--- src/scti_pkg.sv ---
`default_nettype none

package scti_pkg;

    localparam int unsigned AngleW = 16;
    localparam int unsigned QuadW  = 2;
    localparam int unsigned IdxW   = 6;
    localparam int unsigned FracW  = AngleW - QuadW - IdxW;
    localparam int unsigned ValueW = 16;
    localparam int unsigned TblW   = 16;
    localparam int unsigned TblIdxW = IdxW + 1;

    localparam logic [AngleW-1:0] QuarterTurn = 16'h4000;
    localparam logic [TblIdxW-1:0] TblLast = 7'd64;

    // quarter-wave sine table, 32768 stands for one
    function automatic logic [TblW-1:0] quarter_wave(input logic [TblIdxW-1:0] idx);
        logic [TblW-1:0] v;
        case (idx)
            7'd0:  v = 16'd0;     7'd1:  v = 16'd804;   7'd2:  v = 16'd1608;
            7'd3:  v = 16'd2411;  7'd4:  v = 16'd3212;  7'd5:  v = 16'd4011;
            7'd6:  v = 16'd4808;  7'd7:  v = 16'd5602;  7'd8:  v = 16'd6393;
            7'd9:  v = 16'd7180;  7'd10: v = 16'd7962;  7'd11: v = 16'd8740;
            7'd12: v = 16'd9513;  7'd13: v = 16'd10279; 7'd14: v = 16'd11040;
            7'd15: v = 16'd11794; 7'd16: v = 16'd12540; 7'd17: v = 16'd13280;
            7'd18: v = 16'd14011; 7'd19: v = 16'd14734; 7'd20: v = 16'd15448;
            7'd21: v = 16'd16152; 7'd22: v = 16'd16847; 7'd23: v = 16'd17532;
            7'd24: v = 16'd18206; 7'd25: v = 16'd18869; 7'd26: v = 16'd19521;
            7'd27: v = 16'd20161; 7'd28: v = 16'd20789; 7'd29: v = 16'd21404;
            7'd30: v = 16'd22007; 7'd31: v = 16'd22596; 7'd32: v = 16'd23172;
            7'd33: v = 16'd23733; 7'd34: v = 16'd24281; 7'd35: v = 16'd24813;
            7'd36: v = 16'd25331; 7'd37: v = 16'd25834; 7'd38: v = 16'd26321;
            7'd39: v = 16'd26792; 7'd40: v = 16'd27247; 7'd41: v = 16'd27686;
            7'd42: v = 16'd28107; 7'd43: v = 16'd28512; 7'd44: v = 16'd28900;
            7'd45: v = 16'd29271; 7'd46: v = 16'd29623; 7'd47: v = 16'd29958;
            7'd48: v = 16'd30275; 7'd49: v = 16'd30574; 7'd50: v = 16'd30854;
            7'd51: v = 16'd31116; 7'd52: v = 16'd31359; 7'd53: v = 16'd31583;
            7'd54: v = 16'd31788; 7'd55: v = 16'd31973; 7'd56: v = 16'd32140;
            7'd57: v = 16'd32287; 7'd58: v = 16'd32415; 7'd59: v = 16'd32523;
            7'd60: v = 16'd32612; 7'd61: v = 16'd32681; 7'd62: v = 16'd32730;
            7'd63: v = 16'd32760; 7'd64: v = 16'd32768;
            default: v = 16'd0;
        endcase
        return v;
    endfunction

endpackage

`default_nettype wire

--- src/scti_interp.sv ---
`default_nettype none

module scti_interp (
    input  wire logic [scti_pkg::AngleW-1:0]        i_angle,
    input  wire logic                               i_mode,
    output      logic signed [scti_pkg::ValueW-1:0] o_value
);

    logic [scti_pkg::AngleW-1:0]  ang;
    logic [scti_pkg::QuadW-1:0]   quad;
    logic [scti_pkg::IdxW-1:0]    idx;
    logic [scti_pkg::FracW-1:0]   frac;
    logic [scti_pkg::TblIdxW-1:0] lo_idx;
    logic [scti_pkg::TblIdxW-1:0] hi_idx;
    logic [scti_pkg::TblW-1:0]    lo;
    logic [scti_pkg::TblW-1:0]    hi;
    logic signed [16:0]           diff;
    logic signed [25:0]           prod;
    logic signed [25:0]           mag;
    logic signed [25:0]           sum;

    always_comb begin
        ang  = i_mode ? i_angle + scti_pkg::QuarterTurn : i_angle;
        quad = ang[15:14];
        idx  = ang[13:8];
        frac = ang[7:0];
        // odd quadrants walk the table backwards
        if (quad[0]) begin
            lo_idx = scti_pkg::TblLast - {1'b0, idx};
            hi_idx = scti_pkg::TblLast - 7'd1 - {1'b0, idx};
        end else begin
            lo_idx = {1'b0, idx};
            hi_idx = {1'b0, idx} + 7'd1;
        end
        lo   = scti_pkg::quarter_wave(lo_idx);
        hi   = scti_pkg::quarter_wave(hi_idx);
        // lo*(256-f) + hi*f folded into one multiply
        diff = $signed({1'b0, hi}) - $signed({1'b0, lo});
        prod = diff * $signed({1'b0, frac});
        mag  = $signed({2'b00, lo, 8'h00}) + prod;
        // lower half of the turn is negated
        sum  = (quad[1] ? -mag : mag) + 26'sd256;
        o_value = sum[24:9];
    end

endmodule

`default_nettype wire

--- src/sine_cosine_table_interp.sv ---
// sine / cosine by quarter-wave table with linear interpolation
//
// input channel: i_in_valid / o_in_ready carry i_angle (one 65536th of a turn)
// and i_mode (0 sine, 1 cosine); a transfer happens when both are high
// output channel: o_out_valid / i_out_ready carry o_value, signed, 16384 = one
//
// path: input register, then lookup + interpolation, then result register
// throughput: one item per cycle while the receiver takes results; the single
// multiply sits between the two registers and no item depends on another
//
// reset (synchronous, active low) empties both stages; payload registers
// keep whatever they held
//
// when the receiver stalls the result register holds its value, the input
// register still fills once, and o_in_ready drops only when both stages
// are full
`default_nettype none

module sine_cosine_table_interp (
    input  wire logic                               i_clk,
    input  wire logic                               i_rst_n,
    input  wire logic                               i_in_valid,
    output      logic                               o_in_ready,
    input  wire logic [scti_pkg::AngleW-1:0]        i_angle,
    input  wire logic                               i_mode,
    output      logic                               o_out_valid,
    input  wire logic                               i_out_ready,
    output      logic signed [scti_pkg::ValueW-1:0] o_value
);

    // input stage
    logic                               r_s1_valid;
    logic [scti_pkg::AngleW-1:0]        r_angle;
    logic                               r_mode;
    // result stage
    logic                               r_out_valid;
    logic signed [scti_pkg::ValueW-1:0] r_value;

    logic                               s2_ready;
    logic                               s1_ready;
    logic signed [scti_pkg::ValueW-1:0] calc_value;

    assign s2_ready = !r_out_valid || i_out_ready;
    assign s1_ready = !r_s1_valid || s2_ready;

    scti_interp u_interp (
        .i_angle (r_angle),
        .i_mode  (r_mode),
        .o_value (calc_value)
    );

    always_ff @(posedge i_clk) begin
        if (!i_rst_n) begin
            r_s1_valid  <= 1'b0;
            r_out_valid <= 1'b0;
        end else begin
            if (s1_ready) begin
                r_s1_valid <= i_in_valid;
            end
            if (s2_ready) begin
                r_out_valid <= r_s1_valid;
            end
        end
    end

    // payload registers, no reset
    always_ff @(posedge i_clk) begin
        if (s1_ready && i_in_valid) begin
            r_angle <= i_angle;
            r_mode  <= i_mode;
        end
        if (s2_ready && r_s1_valid) begin
            r_value <= calc_value;
        end
    end

    assign o_in_ready  = s1_ready;
    assign o_out_valid = r_out_valid;
    assign o_value     = r_value;

endmodule

`default_nettype wire

--- config.mk ---
export PLATFORM = sky130hd
export DESIGN_NAME = sine_cosine_table_interp
export DESIGN_NICKNAME = d
export VERILOG_FILES = /design/src/scti_pkg.sv /design/src/scti_interp.sv /design/src/sine_cosine_table_interp.sv
export SDC_FILE = /design/constraint.sdc
export NUM_CORES = 1
export LEC_CHECK = 0
export ABC_AREA = 1
export BUFFER_PORTS_ARGS = -buffer_cell sky130_fd_sc_hd__buf_2
export CELL_PAD_IN_SITES_DETAIL_PLACEMENT = 1
export CELL_PAD_IN_SITES_GLOBAL_PLACEMENT = 2
export CORE_MARGIN = 2
export CORE_UTILIZATION = 40
export CTS_CLUSTER_DIAMETER = 120
export DETAILED_ROUTE_END_ITERATION = 10
export HOLD_SLACK_MARGIN = 0.03
export PLACE_DENSITY_LB_ADDON = 0.1
export SLEW_MARGIN = 10
export SYNTH_ARGS = -nofsm -noshare
export SYNTH_HDL_FRONTEND = slang
export SYNTH_SLANG_ARGS = --single-unit
export TNS_END_PERCENT = 30
--- constraint.sdc ---
create_clock -name i_clk -period 15.9 [get_ports i_clk]
set_input_delay 0.795 -clock i_clk [delete_from_list [all_inputs] [get_ports i_clk]]
set_output_delay 0.795 -clock i_clk [all_outputs]
set_load 0.005 [all_outputs]
==> impl_metrics.yaml, run 1 <==
placed_design:
  io_buffers: 38
  hpwl_um: 30500
  finalWeightedCongestion: 0.963
  dp_cells: 1975
global_routing:
  grt-ovfl-total: 0
  antenna_found_initial: 0
  grt_pass1_wl_um: 59900
  gr-usage-all-layers_pct: 26.6
  grt_pass1_vias: 11400
  grt_max_degree: 33
sta:
  grt_setup_unrepaired: "no"
  period_needed_ns: 12.45
  timing.slew.headroom_pct: 20.1
  tns_ns: 0
  fmax_mhz: 80.3
  final_hold_viol_count: 0
  fin_crit_sh_pct: 78.3
  slew_violations: 0
  finClkSkew_ns: 0.0104
  final-setup-viol-count: 0
  worstMarginPinSlew_ns: 1.18
floorplan:
  rows: 60
  core_mm2: 0.0270
  die_area_mm2: 0.0289
  die_x_um: 170
  initial_core_util_pct: 40.8
  pin_count: 39
  die_h_um: 170
run_status:
  outcome: "complete, no violations"
synthesis:
  synth_cells: 1629
  ys_seq_elements: 35
  synth_edf_count: 33
  yosysWarnings: 0
  synth_top_cell_by_area: "fa_1"
  synth_top_family_by_area: "adder cells"
  synth_mux_area_share_pct: 0
  syn-num-nets: 1866
  yosysSeqAreaShare_pct: 9.37
  synthXorXnorAreaFrac_pct: 2.86
  synthTopCellsByArea: "fa_1, nand2_1, inv_1, ha_1, edfxtp_1"
  yosysMostFrequentCell: "nand2_1"
  synth_compound_area_share_pct: 12.1
  yosys.area.top_type_share_pct: 22.4
  synth_cell_types: 54
  synthAdderAreaFrac_pct: 32.9
  netlist_area_mm2: 0.0110
  synth_ff_type: "edfxtp_1"
  yosys-top-cells-count: "nand2_1, inv_1, nor2_1, fa_1, ha_1"
  synth-async-reset-ratio_pct: 0
  syn_area_per_cell_um2: 6.76
  synthSimpleGateAreaFrac_pct: 29.4
final_layout:
  syn_to_final_growth_pct: 6.08
  instances_no_fill: 1983
  drive_gt1_share_pct: 7.92
  diodes: 0
  nets: 1878
route:
  num_vias: 10600
  vias_per_cell: 5.35
  drt-pass1-iter-count: 5
  wl_per_cell_um: 18.7
  totalWireLength_um: 37100
  first_iter_violations: 615
  drcViolationCount: 0
  ant_nets: 0
critical_path:
  cp-start-kind: "register"
  worstPathMaxFanout: 22
  worst-r2r-cell-count: 54
  arrival_ns: 12.51
  slowest_delay_ns: 0.86
  crit_slowest_cell: "edfxtp_1"
  cp.required_ns: 15.96
  worstSetupPathType: "reg2reg"
  cp-end-kind: "register"
hold_path:
  min_path_type: "reg2reg"
  min_path_cells: 2
flow_run:
  drv_cap: 0
cts:
  post_cts_resized: 0
  root_buffer: "clkbuf_16"
  numClockSinks: 35
  htreeDepth: 2
  clkLatencyLatePin_ns: 0.31
  cts_made_buffers: 5
  cts_max_path_buffers: 2
  hold_buffers: 0
  cts_tree: "built"
  cts_setup_buffers: 0
  path_clk_slew_ns: 0.08
-- final cells by class --
type                            instances  area, um^2
Clock inverter                          3        43.8
Sequential cell                        35        1030
Timing Repair Buffer                   46         250
Fill cell                            3563       15300
Multi-Input combinational cell       1211        8510
Clock buffer                            5         125
Inverter                              342        1280
Tap cell                              341         427
-- path summary, 6_finish.rpt --
kind | start | end | slack, ns
hold / removal | o_out_valid | o_out_valid | 0.49
hold reg to reg | o_out_valid | o_out_valid | 0.49
setup / recovery | r_angle[8] | o_value[12] | 3.45
setup reg to reg | r_angle[8] | o_value[12] | 3.45
-- placed cells by master (no fill, tap or decap), types with 7 or more instances in the layout --
master,instances
o211ai_1,10
buf_2,38
inv_2,11
o221ai_1,8
xor2_1,21
nand2_2,19
edfxtp_1,33
nand3_1,83
fa_1,123
o21ai_0,76
or2_2,14
nor2_2,7
o22ai_1,10
xnor2_1,10
nor2_1,172
ha_1,93
nor2_4,8
nand4_1,14
nand3_2,7
nor3_1,22
buf_4,8
a31oi_1,9
nand2_1,371
inv_1,326
a21oi_1,75
-- kinds of logic (layout without fill, tap and decap cells) --
family | Yosys count | after routing
xor+xnor | 33 | 33
flops | 35 | 35
fa+ha+maj | 216 | 216
buf+inv | 383 | 396
simple gates | 734 | 734
compound gates | 228 | 228
-- layer usage --
| metal | up-vias | share of wire [%] | track usage [%] |
|---|---|---|---|
| met1 | 5123 | 42 | 32.3 |
| met2 | 260 | 50 | 49.0 |
| met4 | 0 | 4.0 | 9.70 |
| met3 | 78 | 3.5 | 2.12 |
| li1 | 5148 | - | - |
| met5 | - | 0 | 0 |
-- critical path: cells and delay by family (launching register included) --
family	cells	cell delay [ns]
adders and majority gates	9	3.91
and+or+nand+nor	22	2.91
buffers and inverters	13	2.05
xor gates and xnor gates	4	1.34
AOI/OAI and AO/OA	6	1.07
DFF	1	0.86
-- flip-flops by register name, indices dropped and copies added (netlist names) --
name,flops
o_value,16
r_mode,1
o_out_valid,1
r_s1_valid,1
r_angle,16
-- stage by stage --
stage / worst slack [ns] / hold slack, ns / cell area [um^2] / utilization [%]
floorplan: 6.14 / 0.447 / 11000 / -
global placement: 3.61 / 0.461 / 11500 / 42.7
detailed placement: 3.51 / 0.483 / 11500 / 42.7
CTS: 3.49 / 0.499 / 11700 / 43.3
global route: 2.47 / 0.512 / 11700 / 43.3
finish: 3.45 / 0.492 / 11700 / 43.3
Power of run 1 is left out: the tool's default activity adds up to more than one toggle a clock period on the data nets, which glitch-free logic cannot reach.
==> inputs of run 2 (changes only) <==
--- a/config.mk
+++ b/config.mk
@@ -5,12 +5,12 @@
 export SDC_FILE = /design/constraint.sdc
 export NUM_CORES = 1
 export LEC_CHECK = 0
-export ABC_AREA = 1
+export ABC_AREA = 0
 export BUFFER_PORTS_ARGS = -buffer_cell sky130_fd_sc_hd__buf_2
 export CELL_PAD_IN_SITES_DETAIL_PLACEMENT = 1
 export CELL_PAD_IN_SITES_GLOBAL_PLACEMENT = 2
 export CORE_MARGIN = 2
-export CORE_UTILIZATION = 40
+export CORE_UTILIZATION = 39
 export CTS_CLUSTER_DIAMETER = 120
 export DETAILED_ROUTE_END_ITERATION = 10
 export HOLD_SLACK_MARGIN = 0.03
==> constraint.sdc (replaced) <==
create_clock -name i_clk -period 12.7 [get_ports i_clk]
set_input_delay 0.635 -clock i_clk [delete_from_list [all_inputs] [get_ports i_clk]]
set_output_delay 0.635 -clock i_clk [all_outputs]
set_load 0.005 [all_outputs]
==> run 2 against run 1 <==
  * Critical path depth is 14 lower
  * Clock skew is 0.0041 ns lower
  * Worst setup slack worse by 2.7 ns
  * Maximum frequency is 4.0% higher
  * Register-to-register slack worse by 2.7 ns
==> impl_metrics.yaml, run 2 <==
synthesis:
  yosysWarnings: 0
  yosys-top-cells-count: "nand2_1, inv_1, fa_1, nor2_1, ha_1"
  syn-num-nets: 1723
  synthTopCellsByArea: "fa_1, ha_1, edfxtp_1, nand2_1, inv_1"
  synth_edf_count: 33
  synth-async-reset-ratio_pct: 0
  netlist_area_mm2: 0.0115
  synth_ff_type: "edfxtp_1"
  yosysMostFrequentCell: "nand2_1"
  syn_area_per_cell_um2: 7.74
  yosys.area.top_type_share_pct: 21.4
  synth_cells: 1486
  ys_seq_elements: 35
  synth_top_cell_by_area: "fa_1"
  synth_cell_types: 84
  yosysSeqAreaShare_pct: 8.96
cts:
  cts_max_path_buffers: 2
  cts_made_buffers: 5
  cts_tree: "built"
  htreeDepth: 2
  clkLatencyLatePin_ns: 0.30
  root_buffer: "clkbuf_16"
  path_clk_slew_ns: 0.05
  numClockSinks: 35
placed_design:
  hpwl_um: 30200
  place_area_mm2: 0.0121
  finalWeightedCongestion: 0.882
  io_buffers: 38
final_layout:
  layout_common_cells: "nand2_1, inv_1, fa_1"
  post-route-util_pct: 42.8
  layout_commonest_cell: "nand2_1"
  drive_gt1_share_pct: 9.29
  syn_to_final_growth_pct: 7.42
  fin_area_mm2: 0.0124
  nets: 1710
  diodes: 0
floorplan:
  rows: 62
  die_h_um: 176
  pin_count: 39
  core_mm2: 0.0289
  die_area_mm2: 0.0309
  die_x_um: 176
  initial_core_util_pct: 39.9
route:
  drt-pass1-iter-count: 5
  num_vias: 10900
  first_iter_violations: 691
  totalWireLength_um: 38600
  wl_per_cell_um: 20.8
  vias_per_cell: 5.85
  drcViolationCount: 0
  ant_nets: 0
critical_path:
  arrival_ns: 12.04
  crit_slowest_cell: "xnor2_1"
  worstPathMaxFanout: 24
  slowest_delay_ns: 0.63
  cp-end-kind: "register"
  worstSetupPathType: "reg2reg"
  cp-start-kind: "register"
  critical_path.most_common_cell: "fa_1"
  cp.required_ns: 12.76
global_routing:
  gr-usage-all-layers_pct: 25.5
  antenna_found_initial: 1
  grt_max_degree: 42
  grt_pass1_vias: 11400
  grt-ovfl-total: 0
  grt_pass1_wl_um: 62300
sta:
  fin_crit_sh_pct: 94.3
  timing.slew.headroom_pct: 8.82
  final-setup-viol-count: 0
  fmax_mhz: 83.5
  slew_violations: 0
  tns_ns: 0
  period_needed_ns: 11.98
  final_hold_viol_count: 0
  finClkSkew_ns: 0.00627
  worstMarginPinSlew_ns: 1.35
run_status:
  outcome: "complete, no violations"
flow_run:
  drv_cap: 0
hold_path:
  min_path_type: "in2reg"
-- run 2: layout make-up --
| cell class | instances | area (um^2) |
|---|---|---|
| clock buffer | 5 | 125 |
| clock inverter | 3 | 43.8 |
| fill | 3556 | 16500 |
| inverter | 170 | 649 |
| multi-input combinational | 1185 | 9550 |
| sequential | 35 | 1030 |
| tap | 384 | 480 |
| timing repair buffer | 76 | 479 |
-- run 2: timing repair --
item	4_1_cts	5_1_grt
buffers inserted	0	1
hold buffers	0	0
hold endpoints to repair	0	0
endpoints found under the setup margin	0	6
resized for setup	0	12
-- run 2: cell families (layout without fill, tap and decap cells) --
group / count (synthesis) / count (layout) / share of synthesized area (%)
buf+inv: 266 / 254 / 8.81
compound gates: 390 / 390 / 23.0
simple gates: 504 / 504 / 21.8
flops: 35 / 35 / 8.96
xor+xnor: 72 / 72 / 5.48
fa+ha+maj: 216 / 216 / 31.5
mux: 3 / 3 / 0.370
-- run 2: worst max-delay path, delay by kind of cell (launching register included) --
family	cells	cell delay (ns)
simple gates	10	2.22
compound gates	14	3.27
xor+xnor	2	0.88
fa+ha+maj	8	3.82
buf+inv	6	1.12
flops	1	0.41
-- run 2: final timing paths --
check	startpoint	to	slack [ns]	cells after the start
hold / removal	i_angle[12]	r_angle[12]	0.51	1
setup reg to reg	r_angle[8]	o_value[14]	0.72	40
hold reg to reg	r_s1_valid	o_out_valid	0.52	1
setup / recovery	r_angle[8]	o_value[14]	0.72	40
-- run 2: metal layers --
| metal | vias up | wire length [um] | GRT usage [%] |
|---|---|---|---|
| met2 | 244 | 19300 | 45.5 |
| li1 | 5135 | - | - |
| met3 | 46 | 1390 | 3.16 |
| met4 | 0 | 728 | 4.92 |
| met5 | - | 0 | 0 |
| met1 | 5450 | 17100 | 33.2 |
-- run 2: metrics by stage --
step,cells,hold WS (ns),setup WS [ns]
6_report,1858,0.505,0.720
4_1_cts,1857,0.500,0.505
3_3_place_gp,1849,0.512,0.565
5_1_grt,1858,0.494,-0.00460
2_1_floorplan,1486,0.477,1.29
3_5_place_dp,1849,0.513,0.541
Power of run 2 is left out for the same reason.
